`src/design/srsw_pkg.sv`:
```
package srsw_pkg;

  // Default geometry
  localparam int unsigned SEQ_BITS_DEF     = 4;
  localparam int unsigned PAYLOAD_BITS_DEF = 32;

  // Window size register
  localparam int unsigned      WIN_BITS  = 4;
  localparam logic [WIN_BITS-1:0] WIN_RESET = 4'd4;

  // Transaction kinds on the input channel
  typedef enum logic [1:0] {
    KIND_SEND   = 2'd0,
    KIND_ACK    = 2'd1,
    KIND_EXPIRY = 2'd2,
    KIND_UNUSED = 2'd3
  } kind_e;

  // Timer service requests
  typedef enum logic [1:0] {
    TMR_NONE    = 2'd0,
    TMR_START   = 2'd1,
    TMR_STOP    = 2'd2,
    TMR_RESTART = 2'd3
  } timer_e;

  // Control sequencer
  typedef enum logic {
    ST_IDLE = 1'b0,
    ST_EXEC = 1'b1
  } state_e;

endpackage

```
`src/design/srsw_ifs.sv`:
```
// Input channel: one transaction per send request, ack or timer expiry
interface srsw_item_if #(
  parameter int unsigned SEQ_BITS     = srsw_pkg::SEQ_BITS_DEF,
  parameter int unsigned PAYLOAD_BITS = srsw_pkg::PAYLOAD_BITS_DEF
);
  logic                    valid;
  logic                    ready;
  logic [1:0]              kind;
  logic [PAYLOAD_BITS-1:0] payload;
  logic [SEQ_BITS-1:0]     ack_number;
  logic                    checksum_ok;
  logic [SEQ_BITS-1:0]     expired_seq;

  modport source (output valid, kind, payload, ack_number, checksum_ok, expired_seq,
                  input ready);
  modport sink   (input valid, kind, payload, ack_number, checksum_ok, expired_seq,
                  output ready);
endinterface

// Result channel: one transaction per accepted input transaction
interface srsw_result_if #(
  parameter int unsigned SEQ_BITS     = srsw_pkg::SEQ_BITS_DEF,
  parameter int unsigned PAYLOAD_BITS = srsw_pkg::PAYLOAD_BITS_DEF
);
  logic                    valid;
  logic                    ready;
  logic                    accepted;
  logic                    transmit;
  logic [SEQ_BITS-1:0]     tx_seq;
  logic [PAYLOAD_BITS-1:0] tx_payload;
  logic [1:0]              timer_action;
  logic [SEQ_BITS-1:0]     timer_seq;
  logic                    window_full;
  logic [SEQ_BITS-1:0]     window_base;

  modport source (output valid, accepted, transmit, tx_seq, tx_payload, timer_action,
                  timer_seq, window_full, window_base,
                  input ready);
  modport sink   (input valid, accepted, transmit, tx_seq, tx_payload, timer_action,
                  timer_seq, window_full, window_base,
                  output ready);
endinterface

```
`src/design/srsw_ram.sv`:
```
module srsw_ram #(
  parameter int unsigned WIDTH = 32,
  parameter int unsigned DEPTH = 16
) (
  input  logic                     clk_i,
  input  logic                     we_i,
  input  logic [$clog2(DEPTH)-1:0] waddr_i,
  input  logic [WIDTH-1:0]         wdata_i,
  input  logic                     re_i,
  input  logic [$clog2(DEPTH)-1:0] raddr_i,
  output logic [WIDTH-1:0]         rdata_o
);

  logic [WIDTH-1:0] mem_q [DEPTH];
  logic [WIDTH-1:0] rdata_q;

  // One write port, one registered read port; read data holds between reads
  always_ff @(posedge clk_i) begin
    if (we_i) begin
      mem_q[waddr_i] <= wdata_i;
    end
    if (re_i) begin
      rdata_q <= mem_q[raddr_i];
    end
  end

  assign rdata_o = rdata_q;

endmodule

```
`src/design/selective_repeat_sender_window.sv`:
```
// Flow: an accepted input transaction is registered and the sequencer enters execution;
//   the result register loads once the base has slid past each marked entry after an ack at
//   the window base (at most the window size) and the output slot is free. A new transaction
//   is taken only once the sequencer is back in idle, after the registered read of the
//   packet RAM and the result hand-over; a result held at the output stalls the next one.
// Reset: base, next sequence number, full flag and ack marks cleared, window size 4.
module selective_repeat_sender_window #(
  parameter int unsigned SEQ_BITS     = srsw_pkg::SEQ_BITS_DEF,
  parameter int unsigned PAYLOAD_BITS = srsw_pkg::PAYLOAD_BITS_DEF
) (
  input  logic                          clk_i,
  input  logic                          rst_ni,
  input  logic                          cfg_we_i,
  input  logic [srsw_pkg::WIN_BITS-1:0] cfg_wdata_i,
  srsw_item_if.sink                     in_i,
  srsw_result_if.source                 res_o
);

  import srsw_pkg::*;

  localparam int unsigned SPACE = 1 << SEQ_BITS;
  localparam int unsigned HALF  = 1 << (SEQ_BITS - 1);
  localparam int unsigned CW    = (SEQ_BITS > WIN_BITS) ? SEQ_BITS : WIN_BITS;

  // Configuration and window state
  logic [WIN_BITS-1:0]     window_q;
  logic [SEQ_BITS-1:0]     base_q, base_d;
  logic [SEQ_BITS-1:0]     next_q, next_d;
  logic                    full_q, full_d;
  logic [SPACE-1:0]        marks_q, marks_d;
  state_e                  state_q, state_d;

  // Transaction in flight
  logic                    it_acc_q, it_acc_d;
  logic                    it_tx_q, it_tx_d;
  logic                    it_exp_q, it_exp_d;
  logic [SEQ_BITS-1:0]     it_seq_q, it_seq_d;
  logic [PAYLOAD_BITS-1:0] it_payload_q, it_payload_d;
  timer_e                  it_tmr_q, it_tmr_d;
  logic                    slide_q, slide_d;
  logic [SEQ_BITS-1:0]     cnt_q, cnt_d;

  // Output register
  logic                    out_valid_q, out_valid_d;
  logic                    out_acc_q, out_acc_d;
  logic                    out_tx_q, out_tx_d;
  logic [SEQ_BITS-1:0]     out_tx_seq_q, out_tx_seq_d;
  logic [PAYLOAD_BITS-1:0] out_payload_q, out_payload_d;
  timer_e                  out_tmr_q, out_tmr_d;
  logic [SEQ_BITS-1:0]     out_tmr_seq_q, out_tmr_seq_d;
  logic                    out_full_q, out_full_d;
  logic [SEQ_BITS-1:0]     out_base_q, out_base_d;

  // Packet RAM ports
  logic                    ram_we, ram_re;
  logic [PAYLOAD_BITS-1:0] ram_rdata;

  // Datapath helpers
  logic [CW-1:0]           win_ext, win_clamp;
  logic [SEQ_BITS-1:0]     win;
  logic [SEQ_BITS-1:0]     ack_off, outstanding, next_inc, next_off;
  logic                    acc_fire, scan_go, slot_free, load;

  // Effective window: zero acts as one, clamp to half the sequence space
  assign win_ext   = CW'(window_q);
  assign win_clamp = (win_ext == '0) ? CW'(1) :
                     (win_ext > CW'(HALF)) ? CW'(HALF) : win_ext;
  assign win       = win_clamp[SEQ_BITS-1:0];

  assign ack_off     = in_i.ack_number - base_q;
  assign outstanding = next_q - base_q;
  assign next_inc    = next_q + 1'b1;
  assign next_off    = next_inc - base_q;

  assign in_i.ready = (state_q == ST_IDLE);
  assign acc_fire   = in_i.valid && in_i.ready;
  assign scan_go    = slide_q && (cnt_q < win) && marks_q[base_q];
  assign slot_free  = !out_valid_q || res_o.ready;
  assign load       = (state_q == ST_EXEC) && !scan_go && slot_free;

  // Packet store
  srsw_ram #(
    .WIDTH (PAYLOAD_BITS),
    .DEPTH (SPACE)
  ) u_store (
    .clk_i   (clk_i),
    .we_i    (ram_we),
    .waddr_i (next_q),
    .wdata_i (in_i.payload),
    .re_i    (ram_re),
    .raddr_i (in_i.expired_seq),
    .rdata_o (ram_rdata)
  );

  // Sequencer: accept and update state, then slide / fetch and hand over the result
  always_comb begin
    state_d      = state_q;
    base_d       = base_q;
    next_d       = next_q;
    full_d       = full_q;
    marks_d      = marks_q;
    it_acc_d     = it_acc_q;
    it_tx_d      = it_tx_q;
    it_exp_d     = it_exp_q;
    it_seq_d     = it_seq_q;
    it_payload_d = it_payload_q;
    it_tmr_d     = it_tmr_q;
    slide_d      = slide_q;
    cnt_d        = cnt_q;
    ram_we       = 1'b0;
    ram_re       = 1'b0;

    unique case (state_q)
      ST_IDLE: begin
        if (acc_fire) begin
          state_d      = ST_EXEC;
          it_acc_d     = 1'b0;
          it_tx_d      = 1'b0;
          it_exp_d     = 1'b0;
          it_seq_d     = '0;
          it_payload_d = '0;
          it_tmr_d     = TMR_NONE;
          slide_d      = 1'b0;
          cnt_d        = '0;
          unique case (kind_e'(in_i.kind))
            KIND_SEND: begin
              if (!full_q) begin
                ram_we           = 1'b1;
                marks_d[next_q]  = 1'b0;
                it_acc_d         = 1'b1;
                it_tx_d          = 1'b1;
                it_seq_d         = next_q;
                it_payload_d     = in_i.payload;
                it_tmr_d         = TMR_START;
                next_d           = next_inc;
                full_d           = (next_off >= win);
              end
            end
            KIND_ACK: begin
              if (in_i.checksum_ok && (ack_off < win) && (ack_off < outstanding)) begin
                marks_d[in_i.ack_number] = 1'b1;
                it_tmr_d                 = TMR_STOP;
                it_seq_d                 = in_i.ack_number;
                if (in_i.ack_number == base_q) begin
                  slide_d = 1'b1;
                  full_d  = 1'b0;
                end
              end
            end
            KIND_EXPIRY: begin
              ram_re   = 1'b1;
              it_tx_d  = 1'b1;
              it_exp_d = 1'b1;
              it_seq_d = in_i.expired_seq;
              it_tmr_d = TMR_RESTART;
            end
            KIND_UNUSED: begin
            end
            default: begin
            end
          endcase
        end
      end
      ST_EXEC: begin
        // one marked entry per cycle leaves the window
        if (scan_go) begin
          marks_d[base_q] = 1'b0;
          base_d          = base_q + 1'b1;
          cnt_d           = SEQ_BITS'(cnt_q + 1'b1);
        end else if (slot_free) begin
          state_d = ST_IDLE;
        end
      end
      default: begin
        state_d = ST_IDLE;
      end
    endcase
  end

  // Output register loads when the transaction finishes and the slot is free
  always_comb begin
    out_valid_d   = out_valid_q;
    out_acc_d     = out_acc_q;
    out_tx_d      = out_tx_q;
    out_tx_seq_d  = out_tx_seq_q;
    out_payload_d = out_payload_q;
    out_tmr_d     = out_tmr_q;
    out_tmr_seq_d = out_tmr_seq_q;
    out_full_d    = out_full_q;
    out_base_d    = out_base_q;
    if (load) begin
      out_valid_d   = 1'b1;
      out_acc_d     = it_acc_q;
      out_tx_d      = it_tx_q;
      out_tx_seq_d  = it_tx_q ? it_seq_q : '0;
      out_payload_d = !it_tx_q ? '0 : (it_exp_q ? ram_rdata : it_payload_q);
      out_tmr_d     = it_tmr_q;
      out_tmr_seq_d = (it_tmr_q != TMR_NONE) ? it_seq_q : '0;
      out_full_d    = full_q;
      out_base_d    = base_q;
    end else if (res_o.ready) begin
      out_valid_d = 1'b0;
    end
  end

  // Control registers
  always_ff @(posedge clk_i or negedge rst_ni) begin
    if (!rst_ni) begin
      window_q    <= WIN_RESET;
      state_q     <= ST_IDLE;
      base_q      <= '0;
      next_q      <= '0;
      full_q      <= 1'b0;
      marks_q     <= '0;
      slide_q     <= 1'b0;
      cnt_q       <= '0;
      out_valid_q <= 1'b0;
    end else begin
      if (cfg_we_i) begin
        window_q <= cfg_wdata_i;
      end
      state_q     <= state_d;
      base_q      <= base_d;
      next_q      <= next_d;
      full_q      <= full_d;
      marks_q     <= marks_d;
      slide_q     <= slide_d;
      cnt_q       <= cnt_d;
      out_valid_q <= out_valid_d;
    end
  end

  // Payload registers
  always_ff @(posedge clk_i) begin
    it_acc_q      <= it_acc_d;
    it_tx_q       <= it_tx_d;
    it_exp_q      <= it_exp_d;
    it_seq_q      <= it_seq_d;
    it_payload_q  <= it_payload_d;
    it_tmr_q      <= it_tmr_d;
    out_acc_q     <= out_acc_d;
    out_tx_q      <= out_tx_d;
    out_tx_seq_q  <= out_tx_seq_d;
    out_payload_q <= out_payload_d;
    out_tmr_q     <= out_tmr_d;
    out_tmr_seq_q <= out_tmr_seq_d;
    out_full_q    <= out_full_d;
    out_base_q    <= out_base_d;
  end

  assign res_o.valid        = out_valid_q;
  assign res_o.accepted     = out_acc_q;
  assign res_o.transmit     = out_tx_q;
  assign res_o.tx_seq       = out_tx_seq_q;
  assign res_o.tx_payload   = out_payload_q;
  assign res_o.timer_action = out_tmr_q;
  assign res_o.timer_seq    = out_tmr_seq_q;
  assign res_o.window_full  = out_full_q;
  assign res_o.window_base  = out_base_q;

  // Checks
  a_accept_to_exec: assert property (@(posedge clk_i) disable iff (!rst_ni)
    acc_fire |=> (state_q == ST_EXEC))
    else $error("accepted transaction did not enter execution");

  a_slide_bound: assert property (@(posedge clk_i) disable iff (!rst_ni)
    (state_q == ST_EXEC) && slide_q |-> (cnt_q <= win))
    else $error("window slide ran past the window size");

  a_result_from_exec: assert property (@(posedge clk_i) disable iff (!rst_ni)
    $rose(out_valid_q) |-> $past(state_q == ST_EXEC))
    else $error("result appeared without an executing transaction");

  a_tx_has_timer: assert property (@(posedge clk_i) disable iff (!rst_ni)
    out_valid_q && out_tx_q |-> (out_tmr_q == TMR_START) || (out_tmr_q == TMR_RESTART))
    else $error("transmission without a timer start or restart");

  a_mark_cleared_on_slide: assert property (@(posedge clk_i) disable iff (!rst_ni)
    scan_go |=> !marks_q[$past(base_q)])
    else $error("slid entry kept its ack mark");

endmodule
```
`src/flat_wrapper.sv`:
```
// flat-port wrapper written by rule: the top's interface ports become plain ports
module selective_repeat_sender_window_flat import srsw_pkg::*;
#(
  parameter int unsigned SEQ_BITS     = srsw_pkg::SEQ_BITS_DEF,
  parameter int unsigned PAYLOAD_BITS = srsw_pkg::PAYLOAD_BITS_DEF
)
  (clk_i, rst_ni, cfg_we_i, cfg_wdata_i, in_i_valid, in_i_kind, in_i_payload, in_i_ack_number, in_i_checksum_ok, in_i_expired_seq, in_i_ready, res_o_valid, res_o_accepted, res_o_transmit, res_o_tx_seq, res_o_tx_payload, res_o_timer_action, res_o_timer_seq, res_o_window_full, res_o_window_base, res_o_ready);
  srsw_item_if #(.SEQ_BITS(SEQ_BITS), .PAYLOAD_BITS(PAYLOAD_BITS)) in_i_i ();
  srsw_result_if #(.SEQ_BITS(SEQ_BITS), .PAYLOAD_BITS(PAYLOAD_BITS)) res_o_i ();
  input  logic clk_i;
  input  logic rst_ni;
  input  logic cfg_we_i;
  input  logic [srsw_pkg::WIN_BITS-1:0] cfg_wdata_i;
  input wire logic [$bits(in_i_i.valid)-1:0] in_i_valid;
  input wire logic [$bits(in_i_i.kind)-1:0] in_i_kind;
  input wire logic [$bits(in_i_i.payload)-1:0] in_i_payload;
  input wire logic [$bits(in_i_i.ack_number)-1:0] in_i_ack_number;
  input wire logic [$bits(in_i_i.checksum_ok)-1:0] in_i_checksum_ok;
  input wire logic [$bits(in_i_i.expired_seq)-1:0] in_i_expired_seq;
  output wire logic [$bits(in_i_i.ready)-1:0] in_i_ready;
  output wire logic [$bits(res_o_i.valid)-1:0] res_o_valid;
  output wire logic [$bits(res_o_i.accepted)-1:0] res_o_accepted;
  output wire logic [$bits(res_o_i.transmit)-1:0] res_o_transmit;
  output wire logic [$bits(res_o_i.tx_seq)-1:0] res_o_tx_seq;
  output wire logic [$bits(res_o_i.tx_payload)-1:0] res_o_tx_payload;
  output wire logic [$bits(res_o_i.timer_action)-1:0] res_o_timer_action;
  output wire logic [$bits(res_o_i.timer_seq)-1:0] res_o_timer_seq;
  output wire logic [$bits(res_o_i.window_full)-1:0] res_o_window_full;
  output wire logic [$bits(res_o_i.window_base)-1:0] res_o_window_base;
  input wire logic [$bits(res_o_i.ready)-1:0] res_o_ready;
  assign in_i_i.valid = in_i_valid;
  assign in_i_i.kind = in_i_kind;
  assign in_i_i.payload = in_i_payload;
  assign in_i_i.ack_number = in_i_ack_number;
  assign in_i_i.checksum_ok = in_i_checksum_ok;
  assign in_i_i.expired_seq = in_i_expired_seq;
  assign in_i_ready = in_i_i.ready;
  assign res_o_valid = res_o_i.valid;
  assign res_o_accepted = res_o_i.accepted;
  assign res_o_transmit = res_o_i.transmit;
  assign res_o_tx_seq = res_o_i.tx_seq;
  assign res_o_tx_payload = res_o_i.tx_payload;
  assign res_o_timer_action = res_o_i.timer_action;
  assign res_o_timer_seq = res_o_i.timer_seq;
  assign res_o_window_full = res_o_i.window_full;
  assign res_o_window_base = res_o_i.window_base;
  assign res_o_i.ready = res_o_ready;
  selective_repeat_sender_window #(.SEQ_BITS(SEQ_BITS), .PAYLOAD_BITS(PAYLOAD_BITS)) u_core (.clk_i(clk_i), .rst_ni(rst_ni), .cfg_we_i(cfg_we_i), .cfg_wdata_i(cfg_wdata_i), .in_i(in_i_i), .res_o(res_o_i));
endmodule
```
`config.mk`:
```
export PLATFORM = sky130hd
export DESIGN_NAME = selective_repeat_sender_window_flat
export DESIGN_NICKNAME = d
export VERILOG_FILES = /design/src/design/srsw_pkg.sv /design/src/design/srsw_ifs.sv /design/src/design/srsw_ram.sv /design/src/design/selective_repeat_sender_window.sv /design/src/flat_wrapper.sv
export SDC_FILE = /design/constraint.sdc
export NUM_CORES = 1
export LEC_CHECK = 0
export ABC_AREA = 1
export BUFFER_PORTS_ARGS = -buffer_cell sky130_fd_sc_hd__buf_2
export CAP_MARGIN = 5
export CELL_PAD_IN_SITES_DETAIL_PLACEMENT = 1
export CELL_PAD_IN_SITES_GLOBAL_PLACEMENT = 1
export CORE_ASPECT_RATIO = 1.4
export CORE_MARGIN = 8
export CORE_UTILIZATION = 40
export DETAILED_ROUTE_END_ITERATION = 10
export GPL_TIMING_DRIVEN = 1
export PLACE_DENSITY_LB_ADDON = 0.15
export SLEW_MARGIN = 40
export SYNTH_ARGS = -nofsm -noshare
export SYNTH_HDL_FRONTEND = slang
export SYNTH_SLANG_ARGS = --single-unit
export TNS_END_PERCENT = 10
```
`constraint.sdc`:
```
create_clock -name clk_i -period 8.7 [get_ports clk_i]
set_clock_uncertainty 0.05 [all_clocks]
set_input_delay 0.435 -clock clk_i [delete_from_list [all_inputs] [get_ports clk_i]]
set_output_delay 0.435 -clock clk_i [all_outputs]
set_load 0.05 [all_outputs]
```
; Word-level counts from Yosys, hierarchy flattened
; Memories as Yosys holds them, arrays and structs flattened. A register that Yosys moved wholly into a read port is not among the register bits.
; Index checks and enable logic that the tools add are counted.
[word_totals]
mem_bits_rw = 512
n_memories = 1
out_inout_bits = 51
register_bits = 126
inputBits = 52
[memory_table]
columns = memory, depth, width, rd, rd_clocked_by_memory_dff, write_ports, line_no
row1 = u_core.u_store.mem_q, 16, 32, 1, 1, 1, srsw_ram.sv:14  ; logic [WIDTH-1:0] mem_q [DEPTH];
[classes]
eq_ne = 10
reduce_logical = 25
n_addsub = 6
bitwise = 8
order_cmp = 11
muxes = 49
[op_table]
columns = cell, n
row1 = $mux 16, 4
row2 = $pmux 16 s2, 2
row3 = $and 16x16->16, 2
row4 = $mux 32, 1
row5 = $not 16->16, 2
row6 = $mux 1, 25
row7 = $mux 4, 6
row8 = $or 16x16->16, 1
row9 = $lt 4x5->1 const B, 3
row10 = $add 4x1->4 const B, 3
row11 = $demux 1 s4, 3
row12 = $ge 4x1->1 const B, 3
row13 = $lt 4x4->1, 3
row14 = $pmux 4 s3, 1
row15 = $sub 4x4->4, 3
row16 = $logic_and 1x1->1, 10
row17 = $reduce_and 5->1, 2
row18 = $ne 3x3->1 const B, 3
row19 = $pmux 4 s2, 1
row20 = $pmux 1 s2, 3
row21 = $pmux 2 s3, 1
row22 = $reduce_and 2->1, 3
row23 = $reduce_bool 2->1, 3
row24 = $bmux 1 s4, 1
row25 = 15 further kinds, 20

; Logic depth before layout (Yosys ltp)
[depth]
depth_word = 10
depth_mapped = 18
ltp_nobuf = 17

; Hierarchy
; A second synthesis with hierarchy kept.
[unflattened]
cells_unflattened = 2853
area_unflattened_um2 = 29692.2
[modules_own_cells]
columns = module, n_inst, area_per_inst_um2, cells_per_inst, seq_area_each_um2
row1 = srsw_ram, 1, 23050.9, 2120, 16335.7
row2 = selective_repeat_sender_window, 1, 6641.4, 733, 3604.7

; Worst setup path after synthesis
; OpenSTA, ideal clock, no wires.
[synth_path]
kind = register to register
startpoint = register u_core.state_q
endpoint = memory u_core.u_store.mem_q[10][0] (enable)
synth_period_minus_slack_ps = 4500
path_stages_with_launch = 8
setup_ps = 421
required_time_ps = 8229
t_arrival_ps = 4029
path_buffers = 2
slack_ps = 4200
path_cell_list = dfrtp_1 -> buf_2 -> nor2_2 -> inv_1 -> nor2_4 -> clkinv_1 -> buf_2 -> nor2_1
[synth_between]
elab_chain_cells = 6
[synth_rtl]
columns = item, line_no
row1 = "start, declared", selective_repeat_sender_window.sv:31  ; state_e state_q, state_d;
row2 = "start signal, assigned", selective_repeat_sender_window.sv:222  ; state_q <= state_d;
row3 = $not 1->1 (no line), -
row4 = $logic_and 1x1->1, selective_repeat_sender_window.sv:76  ; assign acc_fire = in_i.valid && in_i.ready;
row5 = $mux 1, selective_repeat_sender_window.sv:115  ; if (acc_fire) begin
row6 = $mux 1 (*), selective_repeat_sender_window.sv:113  ; unique case (state_q)
row7 = $mux 1 (*), srsw_ram.sv:19  ; if (we_i) begin
row8 = $mux 1 (implied by the code) (*), srsw_ram.sv:20  ; mem_q[waddr_i] <= wdata_i;
row9 = "end, declared", srsw_ram.sv:14
; Every way passes the cells marked *; elsewhere a longest branch is shown, timed or not.

; Worst setup path in the final report
[layout_path]
startpoint = register u_core.state_q
endpoint = memory u_core.u_store.mem_q[10][13] (enable)
; The elaborated chain is that of the path after synthesis.

==> results.cfg <==
[outcome]
outcome = finished, final reports clean

[cts]
cts-root-buf = clkbuf_16
ctsHtreeMaxLevel = 3
clock_sinks = 670
cts_buffers = 67
clk_pin_slew_ps = 70
clock_latency_ps = 600
tritoncts = yes
clk_path_buf_depth = 3

[power]
p_int_mw = 5.84
combPwrFrac_pct = 17.5
power_leakage_nw = 11.7
p_clk_share_pct = 34.5
seqPwrFrac_pct = 47.9
p_per_area_nw_per_um2 = 258
finalPower_mw = 8.28
sw_frac_of_total_pct = 29.5
switching_power_mw = 2.44
vdd.ir_drop.worst_v = 0.000190

[drt]
drt-pass1-iter-count = 4
drcViolationCount = 0
num_vias = 17000
routedWlPerCell_um = 23.4
wirelength_mm = 75.2
drt_iter0_drc = 902
ant_nets = 0
via_per_inst = 5.29

[synth]
seq_area_frac_synth_pct = 71.2
synth_mux_area_share_pct = 4.66
yosys.area_share.simple_pct = 5.47
ys_async_sr_fraction_pct = 5.37
postSynthNetCount = 2208
syn_area_um2 = 28000
synth-adder-area-share_pct = 1.60
synth_ff_type = edfxtp_1
synth_seq_cells = 670
ys_warn_count = 0
synth_edf_count = 634
synth_top_family_by_area = compound AO/OA/AOI/OAI gates
synth_xor_area_share_pct = 0.532
syn_inst = 2122
yosysUniqueCellTypes = 40
avgSynthCellArea_um2 = 13.2
synth_compound_area_share_pct = 11.5

[cells_and_area]
fin_util_pct = 46.1
drive_gt1_share_pct = 12.4
nNetsFinal = 2312
syn2layout_area_growth_pct = 14.8

[global_routing]
grt_overflow_total = 0
antenna_found_initial = 5
grt_pass1_vias = 18400
grt_max_degree = 174
grt_pass1_wl_mm = 113
grt_util_all_layers_pct = 19.1

[critical_path]
critPathArrivalTime_ps = 3930
cp-startpoint = u_core.state_q
rr_startpoint = u_core.state_q
cp_data_required_time_ps = 8930
crit_fanout = 43
endpoint_kind = register
cp-start-kind = register
crit_type = register to register

[timing]
fin_ws_ps = 5000
layout_min_cycle_time_ps = 3700
fmax_mhz = 270
max-slew-margin-rel_pct = 39.8
slew_viol_final = 0
worst_pin_slew_ps = 903
finalHoldViolCount = 0
setup_viol = 0
tns_ps = 0
grt_setup_unrepaired = false
finalCritPeriodShare_pct = 42.5
hold_slack_ps = 42.1

[placement]
numPortBuffers = 102
hpwl_mm = 47.0
finalWeightedCongestion = 0.828
place_ws_ps = 4950

[flow_run]
maxCapViolations = 0

[min_path]
hold_start = cfg_wdata_i[3]
hold_class = primary input to register

[die]
core_area_um2 = 69800
io_pins = 103
rows = 115
dieArea_um2 = 78800
die_w_um = 240
die_h_um = 329
initial_core_util_pct = 40.1
-- synthesized netlist by cell type (all sizes together) (11+ instances only) --
master,count,area (um2)
nor2,148,576
o21a,11,82.6
dfrtp,35,876
edfxtp,634,19000
inv,223,837
clkbuf,69,260
xor2,12,105
o21ai,250,1250
o211ai,129,968
nand3,71,378
mux2i,128,1280
a21oi,169,846
ha,31,388
buf,48,293
nand2,134,538
-- power groups by stage --
stage / Sequential, mW / Clock, mW / Combinational [mW]
2_1_floorplan: 4.25 / 0 / 0.711
3_3_place_gp: 4.03 / 0 / 1.42
3_5_place_dp: 4.04 / 0 / 1.47
4_1_cts: 3.97 / 2.94 / 1.48
5_1_grt: 3.99 / 3.05 / 1.60
6_report: 3.97 / 2.86 / 1.45
-- path summary, 6_finish.rpt --
kind | to | cells past startpoint | slack [ps]
worst max-delay path | u_core.u_store.mem_q[10][13] | 8 | 5000
worst min-delay path | u_core.win_ext[3] | 3 | 40
worst max register to register | u_core.u_store.mem_q[10][13] | 8 | 5000
worst min register to register | u_core.res_o.timer_action[1] | 0 | 410
max in group asynchronous | u_core.state_q | 2 | 7890
min in group asynchronous | u_core.slide_q | 2 | 310
-- timing repair --
item / 4_1_cts / 5_1_grt
gates resized for setup: 0 / 0
hold endpoints to repair: 39 / 0
hold buffers: 5 / 0
buffers inserted: 0 / 0
-- metal layers --
layer | global-route usage, % | routed length [um] | vias to the layer above
met1 | 22.4 | 30500 | 8700
met4 | 6.95 | 2240 | 4
met3 | 2.92 | 2570 | 111
li1 | - | - | 7917
met5 | 0 | 27 | -
met2 | 35.1 | 39900 | 250
-- layout by cell type, fill, tap and decap left out, types with 18 or more instances in the layout --
master,count
mux2i_1,128
buf_4,23
o211ai_1,129
nand3_1,68
clkbuf_16,69
inv_1,219
nor2_1,126
ha_1,31
buf_2,98
nor2_4,21
a21oi_1,169
dfrtp_1,34
nand2_1,121
edfxtp_1,634
o21ai_0,243
clkinv_1,18
-- flip-flops by register name, indices dropped and copies added (netlist names), 2 cells and up --
register                   count
u_core.base_q                  4
u_core.cnt_q                   4
u_core.it_payload_q           32
u_core.it_seq_q                4
u_core.it_tmr_q                2
u_core.marks_q                16
u_core.next_q                  4
u_core.res_o.timer_action      2
u_core.res_o.timer_seq         4
u_core.res_o.tx_payload       32
u_core.res_o.tx_seq            4
u_core.res_o.window_base       4
u_core.u_store.mem_q         512
u_core.u_store.rdata_o        32
u_core.win_ext                 4
-- metrics by stage --
step / instances / instance area, um2
2_1_floorplan: 2122 / 28000
3_3_place_gp: 3065 / 29500
3_5_place_dp: 3087 / 29900
4_1_cts: 3209 / 32100
5_1_grt: 3210 / 32100
6_report: 3212 / 32100
-- cells by family (layout without fill, tap and decap cells) --
logic type,after synthesis,after routing
and+or+nand+nor,359,359
muxes,130,130
buffers and inverters,343,495
DFF,670,670
adders and majority gates,34,34
other,0,2
xor gates and xnor gates,17,17
AOI/OAI and AO/OA,569,569
-- critical path: stages (launching register included) --
cell      delay, ps
dfrtp_2         640
nor2_4          180
buf_4           610
inv_1           390
nor2_4          250
clkinv_1         90
buf_4           270
nor2_4          540
buf_8           280
-- final cells by class --
class / instances / area, um2
diodes: 2 / 5.00
clock buffers: 81 / 1770
well taps: 936 / 1170
flip-flops and latches: 670 / 19900
clock inverters: 36 / 362
fillers: 7046 / 37600
inverters: 226 / 853
repair buffers: 152 / 1240
multi-input cells: 1109 / 6800
(Power assumes the default switching activity.)
